## src/rtl/mh2s_pkg.sv

```systemverilog
package mh2s_pkg;

	// Hash constants of the 32-bit MurmurHash2 scheme.
	localparam logic [31:0] MH_SEED = 32'h9747b28c;
	localparam logic [31:0] MH_MULT = 32'h5bd1e995;
	localparam int MH_ROT = 24;
	localparam int FIN_SHIFT_A = 13;
	localparam int FIN_SHIFT_B = 15;

	// Field widths.
	localparam int HASH_W = 32;
	localparam int SHARD_W = 16;
	localparam int LEN_W = 16;
	localparam int CNT_W = 3;
	localparam int DIV_CNT_W = $clog2(HASH_W);

	// Byte counts of a partial word.
	localparam logic [CNT_W-1:0] CNT_ONE = 3'd1;
	localparam logic [CNT_W-1:0] CNT_TWO = 3'd2;
	localparam logic [CNT_W-1:0] CNT_THREE = 3'd3;

	typedef enum logic [2:0] {
		ST_IDLE,
		ST_K1,
		ST_K2,
		ST_HM,
		ST_TAIL,
		ST_FIN,
		ST_DIV,
		ST_EMIT
	} mh2s_state_t;

	// Commands from the controller to the datapath.
	typedef struct packed {
		logic load;
		logic mul_k1;
		logic mul_k2;
		logic mul_h;
		logic mul_tail;
		logic fin;
		logic div_step;
		logic emit;
	} mh2s_cmd_t;

	// Status from the datapath to the controller.
	typedef struct packed {
		logic in_full;
		logic in_zero;
		logic in_last;
		logic last_q;
		logic div_last;
		logic out_free;
	} mh2s_sts_t;

	// Keeps the valid low bytes of a partial word.
	function automatic logic [HASH_W-1:0] tail_mask(input logic [CNT_W-1:0] cnt);
		logic [HASH_W-1:0] m;
		unique case (cnt)
			CNT_ONE: m = 32'h0000_00ff;
			CNT_TWO: m = 32'h0000_ffff;
			CNT_THREE: m = 32'h00ff_ffff;
			default: m = '0;
		endcase
		return m;
	endfunction

endpackage

```

## src/rtl/mh2s_if.sv

```systemverilog
// Key word channel.
interface mh2s_in_if;
	logic valid;
	logic ready;
	logic first_word;
	logic [15:0] key_length;
	logic [31:0] data_word;
	logic [2:0] byte_count;
	logic last_word;

	modport source (
		output valid, first_word, key_length, data_word, byte_count, last_word,
		input ready
	);
	modport sink (
		input valid, first_word, key_length, data_word, byte_count, last_word,
		output ready
	);
endinterface

// Result channel.
interface mh2s_out_if;
	logic valid;
	logic ready;
	logic [31:0] hash_value;
	logic [15:0] shard_index;

	modport source (
		output valid, hash_value, shard_index,
		input ready
	);
	modport sink (
		input valid, hash_value, shard_index,
		output ready
	);
endinterface

```

## src/rtl/mh2s_ctrl.sv

```systemverilog
module mh2s_ctrl (
	input logic clk,
	input logic arst_n,
	input logic in_valid,
	output logic in_ready,
	input mh2s_pkg::mh2s_sts_t sts,
	output mh2s_pkg::mh2s_cmd_t cmd
);
	import mh2s_pkg::*;

	mh2s_state_t state_q;
	mh2s_state_t state_d;

	// State register.
	always_ff @(posedge clk or negedge arst_n) begin
		if (!arst_n) begin
			state_q <= ST_IDLE;
		end else begin
			state_q <= state_d;
		end
	end

	// Next state.
	always_comb begin
		state_d = state_q;
		unique case (state_q)
			ST_IDLE: begin
				if (in_valid) begin
					priority if (sts.in_full) state_d = ST_K1;
					else if (!sts.in_zero) state_d = ST_TAIL;
					else if (sts.in_last) state_d = ST_FIN;
					else state_d = ST_IDLE;
				end
			end
			ST_K1: state_d = ST_K2;
			ST_K2: state_d = ST_HM;
			ST_HM, ST_TAIL: state_d = sts.last_q ? ST_FIN : ST_IDLE;
			ST_FIN: state_d = ST_DIV;
			ST_DIV: state_d = sts.div_last ? ST_EMIT : ST_DIV;
			ST_EMIT: state_d = sts.out_free ? ST_IDLE : ST_EMIT;
			default: state_d = ST_IDLE;
		endcase
	end

	// Commands decoded from the state, the input valid and the output slot.
	always_comb begin
		in_ready = (state_q == ST_IDLE);
		cmd = '0;
		cmd.load = (state_q == ST_IDLE) && in_valid;
		cmd.mul_k1 = (state_q == ST_K1);
		cmd.mul_k2 = (state_q == ST_K2);
		cmd.mul_h = (state_q == ST_HM);
		cmd.mul_tail = (state_q == ST_TAIL);
		cmd.fin = (state_q == ST_FIN);
		cmd.div_step = (state_q == ST_DIV);
		cmd.emit = (state_q == ST_EMIT) && sts.out_free;
	end

endmodule

```

## src/rtl/mh2s_dp.sv

```systemverilog
module mh2s_dp (
	input logic clk,
	input logic arst_n,
	input mh2s_pkg::mh2s_cmd_t cmd,
	output mh2s_pkg::mh2s_sts_t sts,
	input logic first_word,
	input logic [mh2s_pkg::LEN_W-1:0] key_length,
	input logic [mh2s_pkg::HASH_W-1:0] data_word,
	input logic [mh2s_pkg::CNT_W-1:0] byte_count,
	input logic last_word,
	input logic cfg_we,
	input logic [mh2s_pkg::SHARD_W-1:0] cfg_wdata,
	input logic out_ready,
	output logic out_valid,
	output logic [mh2s_pkg::HASH_W-1:0] hash_value,
	output logic [mh2s_pkg::SHARD_W-1:0] shard_index
);
	import mh2s_pkg::*;

	logic [HASH_W-1:0] acc_q;
	logic [HASH_W-1:0] word_q;
	logic [CNT_W-1:0] cnt_q;
	logic last_q;
	logic [HASH_W-1:0] k_q;
	logic [HASH_W-1:0] fin_q;
	logic [HASH_W-1:0] dvd_q;
	logic [SHARD_W-1:0] rem_q;
	logic [DIV_CNT_W-1:0] div_cnt_q;
	logic [SHARD_W-1:0] shard_count_q;
	logic out_valid_q;
	logic [HASH_W-1:0] out_hash_q;
	logic [SHARD_W-1:0] out_shard_q;

	logic [HASH_W-1:0] mul_op;
	logic [HASH_W-1:0] product;
	logic [HASH_W-1:0] fin_val;
	logic [SHARD_W:0] rem_sh;
	logic [SHARD_W:0] rem_sub;
	logic rem_ge;

	// Operand select for the shared multiplier; the other factor is fixed.
	always_comb begin
		priority if (cmd.mul_k1) mul_op = word_q;
		else if (cmd.mul_k2) mul_op = k_q ^ (k_q >> MH_ROT);
		else if (cmd.mul_h) mul_op = acc_q;
		else if (cmd.mul_tail) mul_op = acc_q ^ (word_q & tail_mask(cnt_q));
		else mul_op = acc_q ^ (acc_q >> FIN_SHIFT_A);
	end

	assign product = mul_op * MH_MULT;
	assign fin_val = product ^ (product >> FIN_SHIFT_B);

	// One restoring division step per cycle.
	assign rem_sh = {rem_q, dvd_q[HASH_W-1]};
	assign rem_ge = (rem_sh >= {1'b0, shard_count_q});
	assign rem_sub = rem_sh - {1'b0, shard_count_q};

	// Control state and the running hash.
	always_ff @(posedge clk or negedge arst_n) begin
		if (!arst_n) begin
			acc_q <= '0;
			shard_count_q <= SHARD_W'(1);
			out_valid_q <= 1'b0;
			div_cnt_q <= '0;
		end else begin
			if (cfg_we) begin
				shard_count_q <= cfg_wdata;
			end
			if (cmd.load && first_word) begin
				acc_q <= MH_SEED ^ {{(HASH_W-LEN_W){1'b0}}, key_length};
			end else if (cmd.mul_h) begin
				acc_q <= product ^ k_q;
			end else if (cmd.mul_tail) begin
				acc_q <= product;
			end
			if (cmd.fin) begin
				div_cnt_q <= '0;
			end else if (cmd.div_step) begin
				div_cnt_q <= div_cnt_q + DIV_CNT_W'(1);
			end
			if (cmd.emit) begin
				out_valid_q <= 1'b1;
			end else if (out_ready) begin
				out_valid_q <= 1'b0;
			end
		end
	end

	// Payload registers.
	always_ff @(posedge clk) begin
		if (cmd.load) begin
			word_q <= data_word;
			cnt_q <= byte_count;
			last_q <= last_word;
		end
		if (cmd.mul_k1 || cmd.mul_k2) begin
			k_q <= product;
		end
		if (cmd.fin) begin
			fin_q <= fin_val;
			dvd_q <= fin_val;
			rem_q <= '0;
		end else if (cmd.div_step) begin
			dvd_q <= {dvd_q[HASH_W-2:0], 1'b0};
			rem_q <= rem_ge ? rem_sub[SHARD_W-1:0] : rem_sh[SHARD_W-1:0];
		end
		if (cmd.emit) begin
			out_hash_q <= fin_q;
			out_shard_q <= (shard_count_q == '0) ? '0 : rem_q;
		end
	end

	// Status back to the controller.
	always_comb begin
		sts.in_full = byte_count[CNT_W-1];
		sts.in_zero = (byte_count == '0);
		sts.in_last = last_word;
		sts.last_q = last_q;
		sts.div_last = (div_cnt_q == DIV_CNT_W'(HASH_W-1));
		sts.out_free = !out_valid_q || out_ready;
	end

	assign out_valid = out_valid_q;
	assign hash_value = out_hash_q;
	assign shard_index = out_shard_q;

endmodule

```

## src/rtl/murmurhash2_shard_select_core.sv

```systemverilog
// MurmurHash2 shard selector.
// A key enters on the "in" channel as 32-bit little-endian words, one per
// transfer. The first word carries the key length and starts a new hash from
// the seed; the last word may hold 0 to 4 bytes and closes the key. For each
// key the "out" channel gives one transfer with the finalized 32-bit hash and
// the hash modulo the shard count written through cfg_we/cfg_wdata.
// One shared 32x32 multiplier sets the word rate. A full word passes through
// the transfer and three dependent multiplies, a partial word through the
// transfer and a tail multiply, and an empty word only through the transfer.
// A last word then goes through the finalizer, the bit-serial remainder unit
// and the output register load, which waits for a free output slot.
// A result waits in the output register while the receiver stalls, and words
// of the next key are still taken. If that key finishes before the slot frees,
// the block holds its final state and takes no new word until the slot frees.
// Reset clears the running hash to zero, the shard count to one and drops
// the output valid. Write the shard count only while no key is in flight.
module murmurhash2_shard_select_core (
	input logic clk,
	input logic arst_n,
	mh2s_in_if.sink in,
	mh2s_out_if.source out,
	input logic cfg_we,
	input logic [mh2s_pkg::SHARD_W-1:0] cfg_wdata
);
	import mh2s_pkg::*;

	mh2s_cmd_t cmd;
	mh2s_sts_t sts;

	// Sequencer.
	mh2s_ctrl u_ctrl (
		.clk(clk),
		.arst_n(arst_n),
		.in_valid(in.valid),
		.in_ready(in.ready),
		.sts(sts),
		.cmd(cmd)
	);

	// Hash and remainder datapath.
	mh2s_dp u_dp (
		.clk(clk),
		.arst_n(arst_n),
		.cmd(cmd),
		.sts(sts),
		.first_word(in.first_word),
		.key_length(in.key_length),
		.data_word(in.data_word),
		.byte_count(in.byte_count),
		.last_word(in.last_word),
		.cfg_we(cfg_we),
		.cfg_wdata(cfg_wdata),
		.out_ready(out.ready),
		.out_valid(out.valid),
		.hash_value(out.hash_value),
		.shard_index(out.shard_index)
	);

endmodule

```

## src/flat_wrapper.sv

```systemverilog
// flat-port wrapper written by rule: the top's interface ports become plain ports
module murmurhash2_shard_select_core_flat import mh2s_pkg::*;
  (clk, arst_n, cfg_we, cfg_wdata, in_valid, in_first_word, in_key_length, in_data_word, in_byte_count, in_last_word, in_ready, out_valid, out_hash_value, out_shard_index, out_ready);
  mh2s_in_if in_i ();
  mh2s_out_if out_i ();
  input logic clk;
  input logic arst_n;
  input logic cfg_we;
  input logic [mh2s_pkg::SHARD_W-1:0] cfg_wdata;
  input wire logic [$bits(in_i.valid)-1:0] in_valid;
  input wire logic [$bits(in_i.first_word)-1:0] in_first_word;
  input wire logic [$bits(in_i.key_length)-1:0] in_key_length;
  input wire logic [$bits(in_i.data_word)-1:0] in_data_word;
  input wire logic [$bits(in_i.byte_count)-1:0] in_byte_count;
  input wire logic [$bits(in_i.last_word)-1:0] in_last_word;
  output wire logic [$bits(in_i.ready)-1:0] in_ready;
  output wire logic [$bits(out_i.valid)-1:0] out_valid;
  output wire logic [$bits(out_i.hash_value)-1:0] out_hash_value;
  output wire logic [$bits(out_i.shard_index)-1:0] out_shard_index;
  input wire logic [$bits(out_i.ready)-1:0] out_ready;
  assign in_i.valid = in_valid;
  assign in_i.first_word = in_first_word;
  assign in_i.key_length = in_key_length;
  assign in_i.data_word = in_data_word;
  assign in_i.byte_count = in_byte_count;
  assign in_i.last_word = in_last_word;
  assign in_ready = in_i.ready;
  assign out_valid = out_i.valid;
  assign out_hash_value = out_i.hash_value;
  assign out_shard_index = out_i.shard_index;
  assign out_i.ready = out_ready;
  murmurhash2_shard_select_core u_core (.clk(clk), .arst_n(arst_n), .in(in_i), .out(out_i), .cfg_we(cfg_we), .cfg_wdata(cfg_wdata));
endmodule
```

## config.mk

```make
export PLATFORM = sky130hd
export DESIGN_NAME = murmurhash2_shard_select_core_flat
export DESIGN_NICKNAME = d
export VERILOG_FILES = /design/src/rtl/mh2s_pkg.sv /design/src/rtl/mh2s_if.sv /design/src/rtl/mh2s_ctrl.sv /design/src/rtl/mh2s_dp.sv /design/src/rtl/murmurhash2_shard_select_core.sv /design/src/flat_wrapper.sv
export SDC_FILE = /design/constraint.sdc
export NUM_CORES = 1
export LEC_CHECK = 0
export BUFFER_PORTS_ARGS = -buffer_cell sky130_fd_sc_hd__buf_4
export CORE_AREA = 4 4 265 267
export DETAILED_ROUTE_END_ITERATION = 6
export DIE_AREA = 0 0 269 271
export PLACE_DENSITY = 0.45
export SYNTH_ARGS = -nofsm -noshare
export SYNTH_HDL_FRONTEND = slang
export SYNTH_SLANG_ARGS = --single-unit
```

## constraint.sdc

```tcl
create_clock -name clk -period 10 [get_ports clk]
set_input_delay 2.5 -clock clk [delete_from_list [all_inputs] [get_ports clk]]
set_output_delay 2.5 -clock clk [all_outputs]
set_load 0.05 [all_outputs]
```

==> results by group <==
Detailed routing
  • First-pass DRT Iterations: 5
  • Post-DR wirelength/cell: 21.1 um
  • Remaining DRCs: 0
  • DR iter-0 viols: 867
  • Post-Route WL: 62400 um
  • Via density: 4.73
  • Vias: 13997
  • Antenna Nets Post-Route: 0

Floorplanning
  • Die X: 269 um
  • Standard-cell rows: 96
  • Core area: 68100 um^2
  • Die Y: 271 um
  • Die ar.: 72900 um^2
  • Io pins: 124
  • Initial Utilization: 29.7%

Global route
  • Met2 GRT Util: 29.3%
  • Grt ovf: 0
  • GRT Util Overall: 17.3%
  • Global-route wire length before repair: 95300 um
  • Pin count of the biggest net entering global routing: 61
  • Gr busiest metal: met2
  • Initial antenna violation count: 1
  • Vias in the first global route: 14970
  • Grt met1 use: 23.7%
  • M3 GR Usage: 2.09%

Placed design
  • Port Buf Inserts: 123
  • DP Worst Slack: 0.470 ns
  • DP HPWL: 50200 um
  • Placer Congestion: 0.896
  • Dpl cells: 2901

Critical path
  • Slowest-stage cell, CP: dfrtp_1
  • Worst Setup Start Kind: register
  • Reg2reg start: u_core.u_ctrl.state_q[1]
  • Critical path type: reg2reg
  • R2R setup slack: 0.46 ns
  • Worst Path Arrival: 9.87 ns
  • FF-to-FF path depth: 29
  • Crit-path max cell delay: 0.69 ns
  • Required @ worst endpoint: 10.32 ns
  • Worst Setup EP: u_core.u_dp.dvd_q[16]
  • CP startpoint: u_core.u_ctrl.state_q[1]
  • CP most frequent cell: fa_1
  • Crit-path max FO: 20
  • R2R Path End: u_core.u_dp.dvd_q[16]
  • Endpoint class of the critical path: register

Logic synthesis
  • Post-synth EDFFs: 180
  • Compound-Gate Fraction of Synth Area: 9.57%
  • Synth Area in XOR/XNOR: 6.21%
  • Mapped Area: 20200 um^2
  • Largest family of logic cells by synthesized area: adder cells
  • Mapped Nets: 2366
  • Syn avg cell area: 10.7 um^2
  • Synth warnings: 0
  • Post-synthesis mux area share: 1.93%
  • Asr flop ratio synth: 22.5%
  • Post-Synth Adder-Cell Area: 31.9%
  • Library cells used by synthesis: 62
  • Top_reg_cell synth: edfxtp_1
  • Post-Synth Simple-Gate Area: 6.93%
  • Cells after Synth: 1884
  • Sequential element share of the synthesized area: 35.3%
  • Yosys reg bits: 253

Clock tree
  • Clock Tree Buf Depth: 3
  • Setup bufs post-CTS: 0
  • CTS H-tree lvls: 1
  • CTS tree: yes
  • CTS Buf Count: 31
  • Worst skew pair latency: 0.57 ns
  • Clock transition at path regs: 0.06 ns
  • Clk root buf: clkbuf_16
  • Clk sink count: 253
  • CTS Hold Buffers Added: 0
  • Gates resized, CTS repair: 0

Layout
  • Final non-filler cell total: 2957
  • Post-layout net count: 2534
  • Commonest non-fill, non-tap cell in the layout: inv_1
  • Fraction of layout cells with a size suffix above 1: 13.4%
  • Most frequent cells in the layout: inv_1, ha_1, buf_4
  • Antenna Cells: 0
  • P&R area growth vs syn: 17.0%

Job
  • Maxcap violations: 0

Timing
  • Period utilization: 95.4%
  • Actual slew at the worst max-slew pin: 1.09 ns
  • Setup violations, final: 0
  • RSZ-0062 raised after global routing: false
  • Clock Skew: 0.0226 ns
  • Setup_tns: 0 ns
  • Fmax: 0.105 GHz
  • Rel. slew slack: 27.4%
  • Final min period: 9.54 ns
  • Fin. max-slew vios: 0
  • Final Hold Fails: 0
  • Setup ws final: 0.458 ns

Min path
  • HP Class: reg2reg

Outcome
  • Status: complete, no violations
-- registers in the layout (all words and copies together) (netlist names) --
name	cells
u_core.u_dp.div_cnt_q	5
u_core.u_dp.shard_index	16
u_core.u_dp.cnt_q	3
u_core.u_dp.last_q	1
u_core.u_dp.k_q	32
u_core.u_ctrl.state_q	3
u_core.u_dp.hash_value	32
u_core.u_dp.rem_q	16
u_core.u_dp.acc_q	32
u_core.u_dp.fin_q	32
u_core.u_dp.out_valid	1
u_core.u_dp.word_q	32
u_core.u_dp.shard_count_q	16
u_core.u_dp.dvd_q	32
-- layer usage --
metal | part of all wire (%) | vias to the layer above
met4 | 2.3 | 0
met5 | 0 | -
met2 | 48 | 347
met1 | 45 | 7008
li1 | - | 6572
met3 | 4.8 | 70
-- stage by stage --
step                hold slack [ns]  utilization (%)  area (um^2)
global route                  0.425             34.8        23700
finish                        0.419             34.8        23700
detailed placement            0.405             33.1        22600
floorplan                     0.400                -        20200
CTS                           0.419             34.8        23700
global placement              0.404             33.1        22600
-- critical path: cells and delay by family (launching register included) --
kind                     cells  cell delay, ns
AO/OA/AOI/OAI                7            1.87
XOR/XNOR                     3            0.62
buffers and inverters        5            0.68
AND/OR/NAND/NOR              4            0.92
multiplexers                 1            0.27
adder cells (fa/ha/maj)      9            4.23
flip-flops                   1            0.69
-- final cells by class --
type                       count  area, um^2
multi-input combinational   1194       11500
inverter                     388        1460
clock inverter                25         329
fill                        6851       44400
timing repair buffer         184        1390
tap                          882        1100
sequential                   253        7150
clock buffer                  31         776
-- logic make-up after synthesis --
group	count (synthesis)
AND/OR/NAND/NOR	308
flip-flops	253
multiplexers	37
adder cells (fa/ha/maj)	408
AO/OA/AOI/OAI	303
XOR/XNOR	138
buffers and inverters	437
-- synthesized netlist by cell type, drive strengths merged (5+ instances only) --
master  count  area share, %
a211oi     11           0.41
o22ai       5           0.15
o21a       17           0.63
a22oi      31            1.2
nor3b       5           0.23
o21bai      6           0.22
inv       388            7.2
nor3        8           0.20
a31o        6           0.26
o221ai      8           0.35
fa        179             18
ha        229             14
dfxtp      16            1.6
a21oi      73            1.8
mux2       16           0.89
nor2       54            1.0
xor2       71            3.1
clkbuf     40           0.74
buf         9           0.21
mux2i      21            1.0
and3        7           0.22
nand2     161            3.0
nand3      18           0.45
nand4       5           0.15
or2         6           0.19
and2       19           0.59
o211ai     15           0.56
a31oi      13           0.40
o21ai      73            1.8
edfxtp    180             27
a21o       20           0.74
nor2b       8           0.25
dfrtp      56            6.9
xnor2      65            2.9
-- worst min-delay path by stage --
stage | depth (start not counted) | start | slack [ns] | endpoint
floorplan | 0 | u_core.u_dp.fin_q[0] | 0.40 | u_core.u_dp.hash_value[0]
global placement | 0 | u_core.u_dp.fin_q[24] | 0.40 | u_core.u_dp.hash_value[24]
detailed placement | 0 | u_core.u_dp.fin_q[1] | 0.40 | u_core.u_dp.hash_value[1]
CTS | 0 | u_core.u_dp.fin_q[5] | 0.42 | u_core.u_dp.hash_value[5]
global route | 0 | u_core.u_dp.fin_q[28] | 0.43 | u_core.u_dp.hash_value[28]
finish | 0 | u_core.u_dp.fin_q[24] | 0.42 | u_core.u_dp.hash_value[24]
Power is not shown: default switching activity piles up to over one toggle a cycle in this logic, so the estimate is an artifact.
